==> src/sv/salc_pkg.sv <==
// ----------------------------------------------------------------------------
// salc_pkg: shared types and constants of the cache miss counter
// Address split, tag store row layout and the record that carries the
// lookup decision and the tag store write port.
// ----------------------------------------------------------------------------
package salc_pkg;

  localparam int unsigned ADDR_BITS  = 32;
  localparam int unsigned LINE_SIZE  = 32;
  localparam int unsigned SETS       = 64;
  localparam int unsigned WAYS       = 2;
  localparam int unsigned MISS_BITS  = 40;

  localparam int unsigned LINE_BITS = $clog2(LINE_SIZE);
  localparam int unsigned SET_BITS  = $clog2(SETS);
  localparam int unsigned TAG_BITS  = ADDR_BITS - LINE_BITS - SET_BITS;

  typedef logic [ADDR_BITS-1:0]     addr_t;
  typedef logic [SET_BITS-1:0]      set_t;
  typedef logic [TAG_BITS-1:0]      tag_t;
  typedef tag_t [WAYS-1:0]          row_t;
  typedef logic [WAYS-1:0]          valid_row_t;
  typedef logic                     way_t;
  typedef logic [MISS_BITS-1:0]     miss_t;

  localparam miss_t MISS_MAX = '1;

  typedef struct packed {
    logic hit;
    way_t way;
  } lookup_t;

  // One row of the tag store: least recent way, valid bits and tags of a set.
  typedef struct packed {
    way_t       lru;
    valid_row_t valid;
    row_t       tags;
  } entry_t;

  typedef struct packed {
    logic   en;
    set_t   set;
    entry_t row;
  } ram_wr_t;

endpackage

==> src/sv/salc_addr_if.sv <==
// ----------------------------------------------------------------------------
// salc_addr_if: access request channel
// Carries one byte address per transaction with a valid/ready handshake.
// ----------------------------------------------------------------------------
interface salc_addr_if;
  logic        valid;
  logic        ready;
  logic [31:0] byte_address;

  modport source (output valid, output byte_address, input ready);
  modport sink   (input valid, input byte_address, output ready);
endinterface

==> src/sv/salc_result_if.sv <==
// ----------------------------------------------------------------------------
// salc_result_if: lookup result channel
// Carries hit flag, way used and running miss total per transaction.
// ----------------------------------------------------------------------------
interface salc_result_if;
  logic        valid;
  logic        ready;
  logic        hit;
  logic        way_used;
  logic [39:0] miss_total;

  modport source (output valid, output hit, output way_used, output miss_total, input ready);
  modport sink   (input valid, input hit, input way_used, input miss_total, output ready);
endinterface

==> src/sv/salc_tag_ram.sv <==
// ----------------------------------------------------------------------------
// salc_tag_ram: tag store
// One row per set holding the tags, valid bits and recency bit of all ways.
// One read and one write port, read data registered.
// ----------------------------------------------------------------------------
module salc_tag_ram
  import salc_pkg::*;
(
  input  logic    clk,
  input  logic    rd_en,
  input  set_t    rd_set,
  output entry_t  rd_row,
  input  ram_wr_t wr
);

  entry_t mem [SETS];

  always_ff @(posedge clk) begin
    if (wr.en) begin
      mem[wr.set] <= wr.row;
    end
    if (rd_en) begin
      rd_row <= mem[rd_set];
    end
  end

endmodule

==> src/sv/salc_lookup.sv <==
// ----------------------------------------------------------------------------
// salc_lookup: tag compare and victim choice
// Compares the tag against both ways of a set, picks the hit way or the
// least recent way, and forms the row to write back on a miss.
// ----------------------------------------------------------------------------
module salc_lookup
  import salc_pkg::*;
(
  input  tag_t       tag,
  input  row_t       row,
  input  valid_row_t valid_row,
  input  way_t       lru_way,
  output lookup_t    result,
  output row_t       row_next
);

  logic hit0;
  logic hit1;

  always_comb begin
    hit0 = valid_row[0] && (row[0] == tag);
    hit1 = valid_row[1] && (row[1] == tag);
    result.hit = hit0 || hit1;
    if (hit0) begin
      result.way = 1'b0;
    end else if (hit1) begin
      result.way = 1'b1;
    end else begin
      result.way = lru_way;
    end
    row_next = row;
    row_next[result.way] = tag;
  end

endmodule

==> src/sv/set_assoc_lru_cache_miss_counter.sv <==
// ----------------------------------------------------------------------------
// set_assoc_lru_cache_miss_counter: two-way LRU tag directory with miss count
// Each request transaction carries one byte address. The block splits it into
// set index and tag, looks the tag up in both ways of the set, and returns one
// result transaction: hit flag, the way that hit or was filled, and the
// saturating number of misses since reset including this access.
// Tags, valid bits and the recency bit of a set share one row of a synchronous
// memory that is read in the cycle a request is accepted; compare, replacement
// and write-back of the row happen as the request leaves stage s1, loading the
// output register. A request passes the s1 registers and the output register
// before its result can be taken; one request is taken every cycle unless a
// result is held back. A write to a set followed at once by a read of that set
// is covered by forwarding the last written row. Reset clears the miss count
// and starts a clearing pass that zeroes all 64 rows, leaving all ways invalid
// and way 0 least recent; request ready stays low until the pass ends. While
// the receiver holds ready low with a result waiting, the pipeline holds and
// request ready is low; a result register being emptied lets a new request in.
// ----------------------------------------------------------------------------
module set_assoc_lru_cache_miss_counter
  import salc_pkg::*;
(
  input  logic          clk,
  input  logic          rst,
  salc_addr_if.sink     req,
  salc_result_if.source rsp
);

  logic       advance;
  logic       accept;
  logic       fire;

  logic       clearing;
  set_t       clear_set;

  logic       s1_valid;
  set_t       s1_set;
  tag_t       s1_tag;

  entry_t     ram_row;
  entry_t     row_cur;
  entry_t     entry_next;
  row_t       row_next;
  ram_wr_t    ram_wr;

  logic       last_valid;
  set_t       last_set;
  entry_t     last_row;

  miss_t      miss_count;
  miss_t      miss_count_next;
  lookup_t    look;

  assign advance   = !rsp.valid || rsp.ready;
  assign req.ready = advance && !clearing;
  assign accept    = req.valid && advance && !clearing;
  assign fire      = s1_valid && advance;

  salc_tag_ram u_tag_ram (
    .clk    (clk),
    .rd_en  (accept),
    .rd_set (req.byte_address[LINE_BITS +: SET_BITS]),
    .rd_row (ram_row),
    .wr     (ram_wr)
  );

  assign row_cur = (last_valid && (last_set == s1_set)) ? last_row : ram_row;

  salc_lookup u_lookup (
    .tag       (s1_tag),
    .row       (row_cur.tags),
    .valid_row (row_cur.valid),
    .lru_way   (row_cur.lru),
    .result    (look),
    .row_next  (row_next)
  );

  always_comb begin
    entry_next.lru             = ~look.way;
    entry_next.valid           = row_cur.valid;
    entry_next.valid[look.way] = 1'b1;
    entry_next.tags            = row_next;
    ram_wr.en  = clearing || fire;
    if (clearing) begin
      ram_wr.set = clear_set;
      ram_wr.row = entry_t'('0);
    end else begin
      ram_wr.set = s1_set;
      ram_wr.row = entry_next;
    end
    miss_count_next = miss_count;
    if (!look.hit && (miss_count != MISS_MAX)) begin
      miss_count_next = miss_count + miss_t'(1);
    end
  end

  always_ff @(posedge clk) begin
    if (accept) begin
      s1_set <= req.byte_address[LINE_BITS +: SET_BITS];
      s1_tag <= req.byte_address[LINE_BITS + SET_BITS +: TAG_BITS];
    end
    if (ram_wr.en) begin
      last_set <= ram_wr.set;
      last_row <= ram_wr.row;
    end
    if (fire) begin
      rsp.hit        <= look.hit;
      rsp.way_used   <= look.way;
      rsp.miss_total <= miss_count_next;
    end
    if (rst) begin
      clearing   <= 1'b1;
      clear_set  <= '0;
      s1_valid   <= 1'b0;
      last_valid <= 1'b0;
      rsp.valid  <= 1'b0;
      miss_count <= '0;
    end else begin
      if (clearing) begin
        clear_set <= clear_set + set_t'(1);
        if (clear_set == set_t'(SETS - 1)) begin
          clearing <= 1'b0;
        end
      end
      if (advance) begin
        s1_valid <= accept;
      end
      if (ram_wr.en) begin
        last_valid <= 1'b1;
      end
      if (fire) begin
        rsp.valid  <= 1'b1;
        miss_count <= miss_count_next;
      end else if (rsp.ready) begin
        rsp.valid <= 1'b0;
      end
    end
  end

endmodule

==> src/flat_wrapper.sv <==
// flat-port wrapper written by rule: the top's interface ports become plain ports
module set_assoc_lru_cache_miss_counter_flat import salc_pkg::*;
  (clk, rst, req_valid, req_byte_address, req_ready, rsp_valid, rsp_hit, rsp_way_used, rsp_miss_total, rsp_ready);
  salc_addr_if req_i ();
  salc_result_if rsp_i ();
  input  logic clk;
  input  logic rst;
  input wire logic [$bits(req_i.valid)-1:0] req_valid;
  input wire logic [$bits(req_i.byte_address)-1:0] req_byte_address;
  output wire logic [$bits(req_i.ready)-1:0] req_ready;
  output wire logic [$bits(rsp_i.valid)-1:0] rsp_valid;
  output wire logic [$bits(rsp_i.hit)-1:0] rsp_hit;
  output wire logic [$bits(rsp_i.way_used)-1:0] rsp_way_used;
  output wire logic [$bits(rsp_i.miss_total)-1:0] rsp_miss_total;
  input wire logic [$bits(rsp_i.ready)-1:0] rsp_ready;
  assign req_i.valid = req_valid;
  assign req_i.byte_address = req_byte_address;
  assign req_ready = req_i.ready;
  assign rsp_valid = rsp_i.valid;
  assign rsp_hit = rsp_i.hit;
  assign rsp_way_used = rsp_i.way_used;
  assign rsp_miss_total = rsp_i.miss_total;
  assign rsp_i.ready = rsp_ready;
  set_assoc_lru_cache_miss_counter u_core (.clk(clk), .rst(rst), .req(req_i), .rsp(rsp_i));
endmodule
==> config.mk <==
export PLATFORM = sky130hd
export DESIGN_NAME = set_assoc_lru_cache_miss_counter_flat
export DESIGN_NICKNAME = d
export VERILOG_FILES = /design/src/sv/salc_pkg.sv /design/src/sv/salc_addr_if.sv /design/src/sv/salc_result_if.sv /design/src/sv/salc_tag_ram.sv /design/src/sv/salc_lookup.sv /design/src/sv/set_assoc_lru_cache_miss_counter.sv /design/src/flat_wrapper.sv
export SDC_FILE = /design/constraint.sdc
export NUM_CORES = 2
export LEC_CHECK = 0
export BUFFER_PORTS_ARGS = -buffer_cell sky130_fd_sc_hd__buf_2
export CELL_PAD_IN_SITES_DETAIL_PLACEMENT = 0
export CELL_PAD_IN_SITES_GLOBAL_PLACEMENT = 1
export CORE_MARGIN = 5
export CORE_UTILIZATION = 56
export DETAILED_ROUTE_END_ITERATION = 8
export PLACE_DENSITY_LB_ADDON = 0.05
export SYNTH_ARGS = -nofsm -noshare
export SYNTH_HDL_FRONTEND = slang
export SYNTH_HIERARCHICAL = 1
export SYNTH_SLANG_ARGS = --single-unit
==> constraint.sdc <==
create_clock -name clk -period 7.3 [get_ports clk]
set_input_delay 0.365 -clock clk [delete_from_list [all_inputs] [get_ports clk]]
set_output_delay 0.365 -clock clk [all_outputs]
set_load 0.01 [all_outputs]
==> flow_summary.ini <==
[place]
dpl_cell_area_um2 = 124000
hpwl_um = 171000
placed_cells = 8229
numPortBuffers = 74
gp_congestion = 0.820

[timing]
finClkSkew_ps = 37.2
hold_violations = 0
slew_violations = 0
slew_headroom_pct = 7.86
max_freq_ghz = 0.171
rsz0062_at_grt = no
setup_viol = 0
fin_crit_ps = 5860
setup-tns-final_ps = 0
period_share_pct = 80.3
whs_ps = 43.1
tightest_slew_ps = 1380

[floorplan]
die_w_um = 472
die-height_um = 472
rows = 169
start_util_pct = 56.3
coreArea_um2 = 212000
ios = 80
design.die.area_um2 = 222000

[outcome]
outcome = finished, final reports clean

[clock_tree]
cts_buffer_depth = 4
numCtsBuffers = 326
htreeDepth = 5
cts_root_buffer = clkbuf_16
clkTransAtPathRegs_ps = 60
cts.sinks = 3095
cts_tree = built
cts_resized = 0
insertion_delay_ps = 950

[global_route]
grt_use_met2_pct = 45.3
grt_first_pass_wirelength_um = 444000
use_met3_pct = 5.03
gr-max-usage-layer = met2
track_usage_pct = 28.3
grt-ovfl-total = 0
grt_antenna_before_repair = 6
grt_use_met1_pct = 40.9
grt_pass1_vias = 59000
grt_max_degree = 115

[setup_path]
end_kind = flip-flop
crit_chain = xnor2_1 -> nand4_1 -> nor4_4 -> buf_4 -> mux2_2 -> xnor2_1 -> nand4_1 -> nor4_2 -> a21oi_2 -> a31oi_4 -> buf_4 -> mux2_2 -> nor2b_4 -> buf_4
crit_path_start_kind = flip-flop
path_buf_inv = 3
critPathTopFamily = simple AND/OR/NAND/NOR gates
cpMostUsedCell = buf_4
max_stage_delay_ps = 830
worstSetupPathType = reg -> reg
cp.required_ps = 8050
slowest_stage = nor2b_4
path_max_fanout = 47
arrival_ps = 6610

[drt]
drc = 0
drt-wirelength-per-cell_um = 35.6
route.antenna.remaining_nets = 0
via_per_inst = 6.72
drtPass1Iterations = 5
drtIter0Drc = 6427
routed_wirelength_um = 314000
num_vias = 59300

[layout]
nets = 5801
register_area_um2 = 92400
mostFrequentLayoutCell = edfxtp_1
n_fill_cell = 14200
drive_gt1_share_pct = 28.2
fin_util_pct = 63.4
multi_input_area_um2 = 26000
area_growth_pct = 12.8
finalInstanceArea_um2 = 135000
final_cell_mix = 3,045 x edfxtp_1, 706 x mux4_2, 333 x clkbuf_16
layoutNonFillerInstCount = 8820

[yosys]
syn_nets = 5466
async_reset_ff_share_pct = 0
ys_warn_count = 6
avgSynthCellArea_um2 = 22.0
synth_edf_count = 3045
synth_area_um2 = 119000
synth-seq-cells = 3095
seq_area_frac_synth_pct = 77.5
netlist_instances = 5428
ys.flop_type = edfxtp_1
synth_cell_types = 69

[pwr]
power_leakage_nw = 49.2
ir_worst_vdd_v = 0.000259
power_density_nw_per_um2 = 268

[min_path]
hp-class = in -> reg

[flow_run]
cap_viol_max_count = 0
[flip-flops by register name (all words and copies together), names as in the netlist]
signal and count:
u_core/rsp.miss_total 40, u_core/last_row 45, u_core/s1_set 6, u_core/s1_tag 21, u_core/miss_count 40, u_core/clearing 1
u_core/last_set 6, u_core/u_tag_ram/mem 2880, u_core/last_valid 1, u_core/rsp.way_used 1, u_core/rsp.valid 1, u_core/s1_valid 1
u_core/u_tag_ram/rd_row 45, u_core/rsp.hit 1, u_core/clear_set 6
[stage by stage]
step / setup WS, ps / power (mW)
finish: 1440 / 36.1
floorplan: 1120 / 20.4
CTS: 1570 / 36.4
global placement: 1640 / 20.8
global route: 1240 / 37.2
detailed placement: 1580 / 20.8
[repair_timing]
action	in CTS	in global routing
setup endpoints to repair	0	0
endpoints found under the hold margin	50	0
hold buffers	26	0
buffers inserted	0	0
[logic make-up after synthesis]
logic type | after synthesis | synth area share (%)
buffers and inverters | 314 | 1.43
adder cells (fa/ha/maj) | 2 | 0.0210
multiplexers | 897 | 15.1
XOR/XNOR | 96 | 0.705
flip-flops | 3095 | 77.5
AO/OA/AOI/OAI | 521 | 3.14
AND/OR/NAND/NOR | 503 | 2.15
[synthesized netlist by cell type (all sizes together), types with 26 or more instances]
library cell,instances,area [um2]
edfxtp,3045,91400
mux4,706,15900
buf,179,1190
nor2,178,668
clkbuf,130,497
mux2,128,1450
o22ai,119,744
a21oi,103,523
nand2,88,330
a221oi,80,707
a22oi,65,488
mux2i,63,631
nor2b,61,382
a22o,53,464
xor2,51,447
dfxtp,50,1000
xnor2,45,394
nand4,32,213
nand3,26,130
[layer usage]
metal	routed length [um]	part of all wire (%)
met3	26000	8.3
met2	152000	49
met1	126000	40
met4	9770	3.1
met5	0	0
[final timing paths]
check	start	to	slack, ps	depth (start not counted)
worst max-delay path	u_core/s1_set[0]	u_core/u_tag_ram/mem[49][8]	1440	14
worst min-delay path	rst	u_core/miss_count[24]	40	3
worst min register to register	u_core/last_valid	u_core/last_valid	480	2
worst max register to register	u_core/s1_set[0]	u_core/u_tag_ram/mem[49][8]	1440	14
[final cells by class]
| class | count | share of cell area, % |
|---|---|---|
| clock buffer | 403 | 6.41 |
| timing repair buffer | 316 | 1.89 |
| multi-input combinational | 2019 | 19.4 |
| sequential | 3095 | 68.7 |
| tap | 2821 | 2.62 |
| clock inverter | 159 | 0.994 |
| inverter | 5 | 0.0140 |
| antenna | 2 | 0.00372 |
[tightest hold or removal path, delay by kind of cell]
family        cells  cell delay (ps)
buf+inv           2              380
simple gates      1              160
[where the power goes]
group	switching [mW]	total [mW]	internal [mW]
clock	6.56	15.7	9.11
sequential	0.0192	19.3	19.3
combinational	0.724	1.09	0.364
Note: power is estimated with default switching activity, not from simulation.
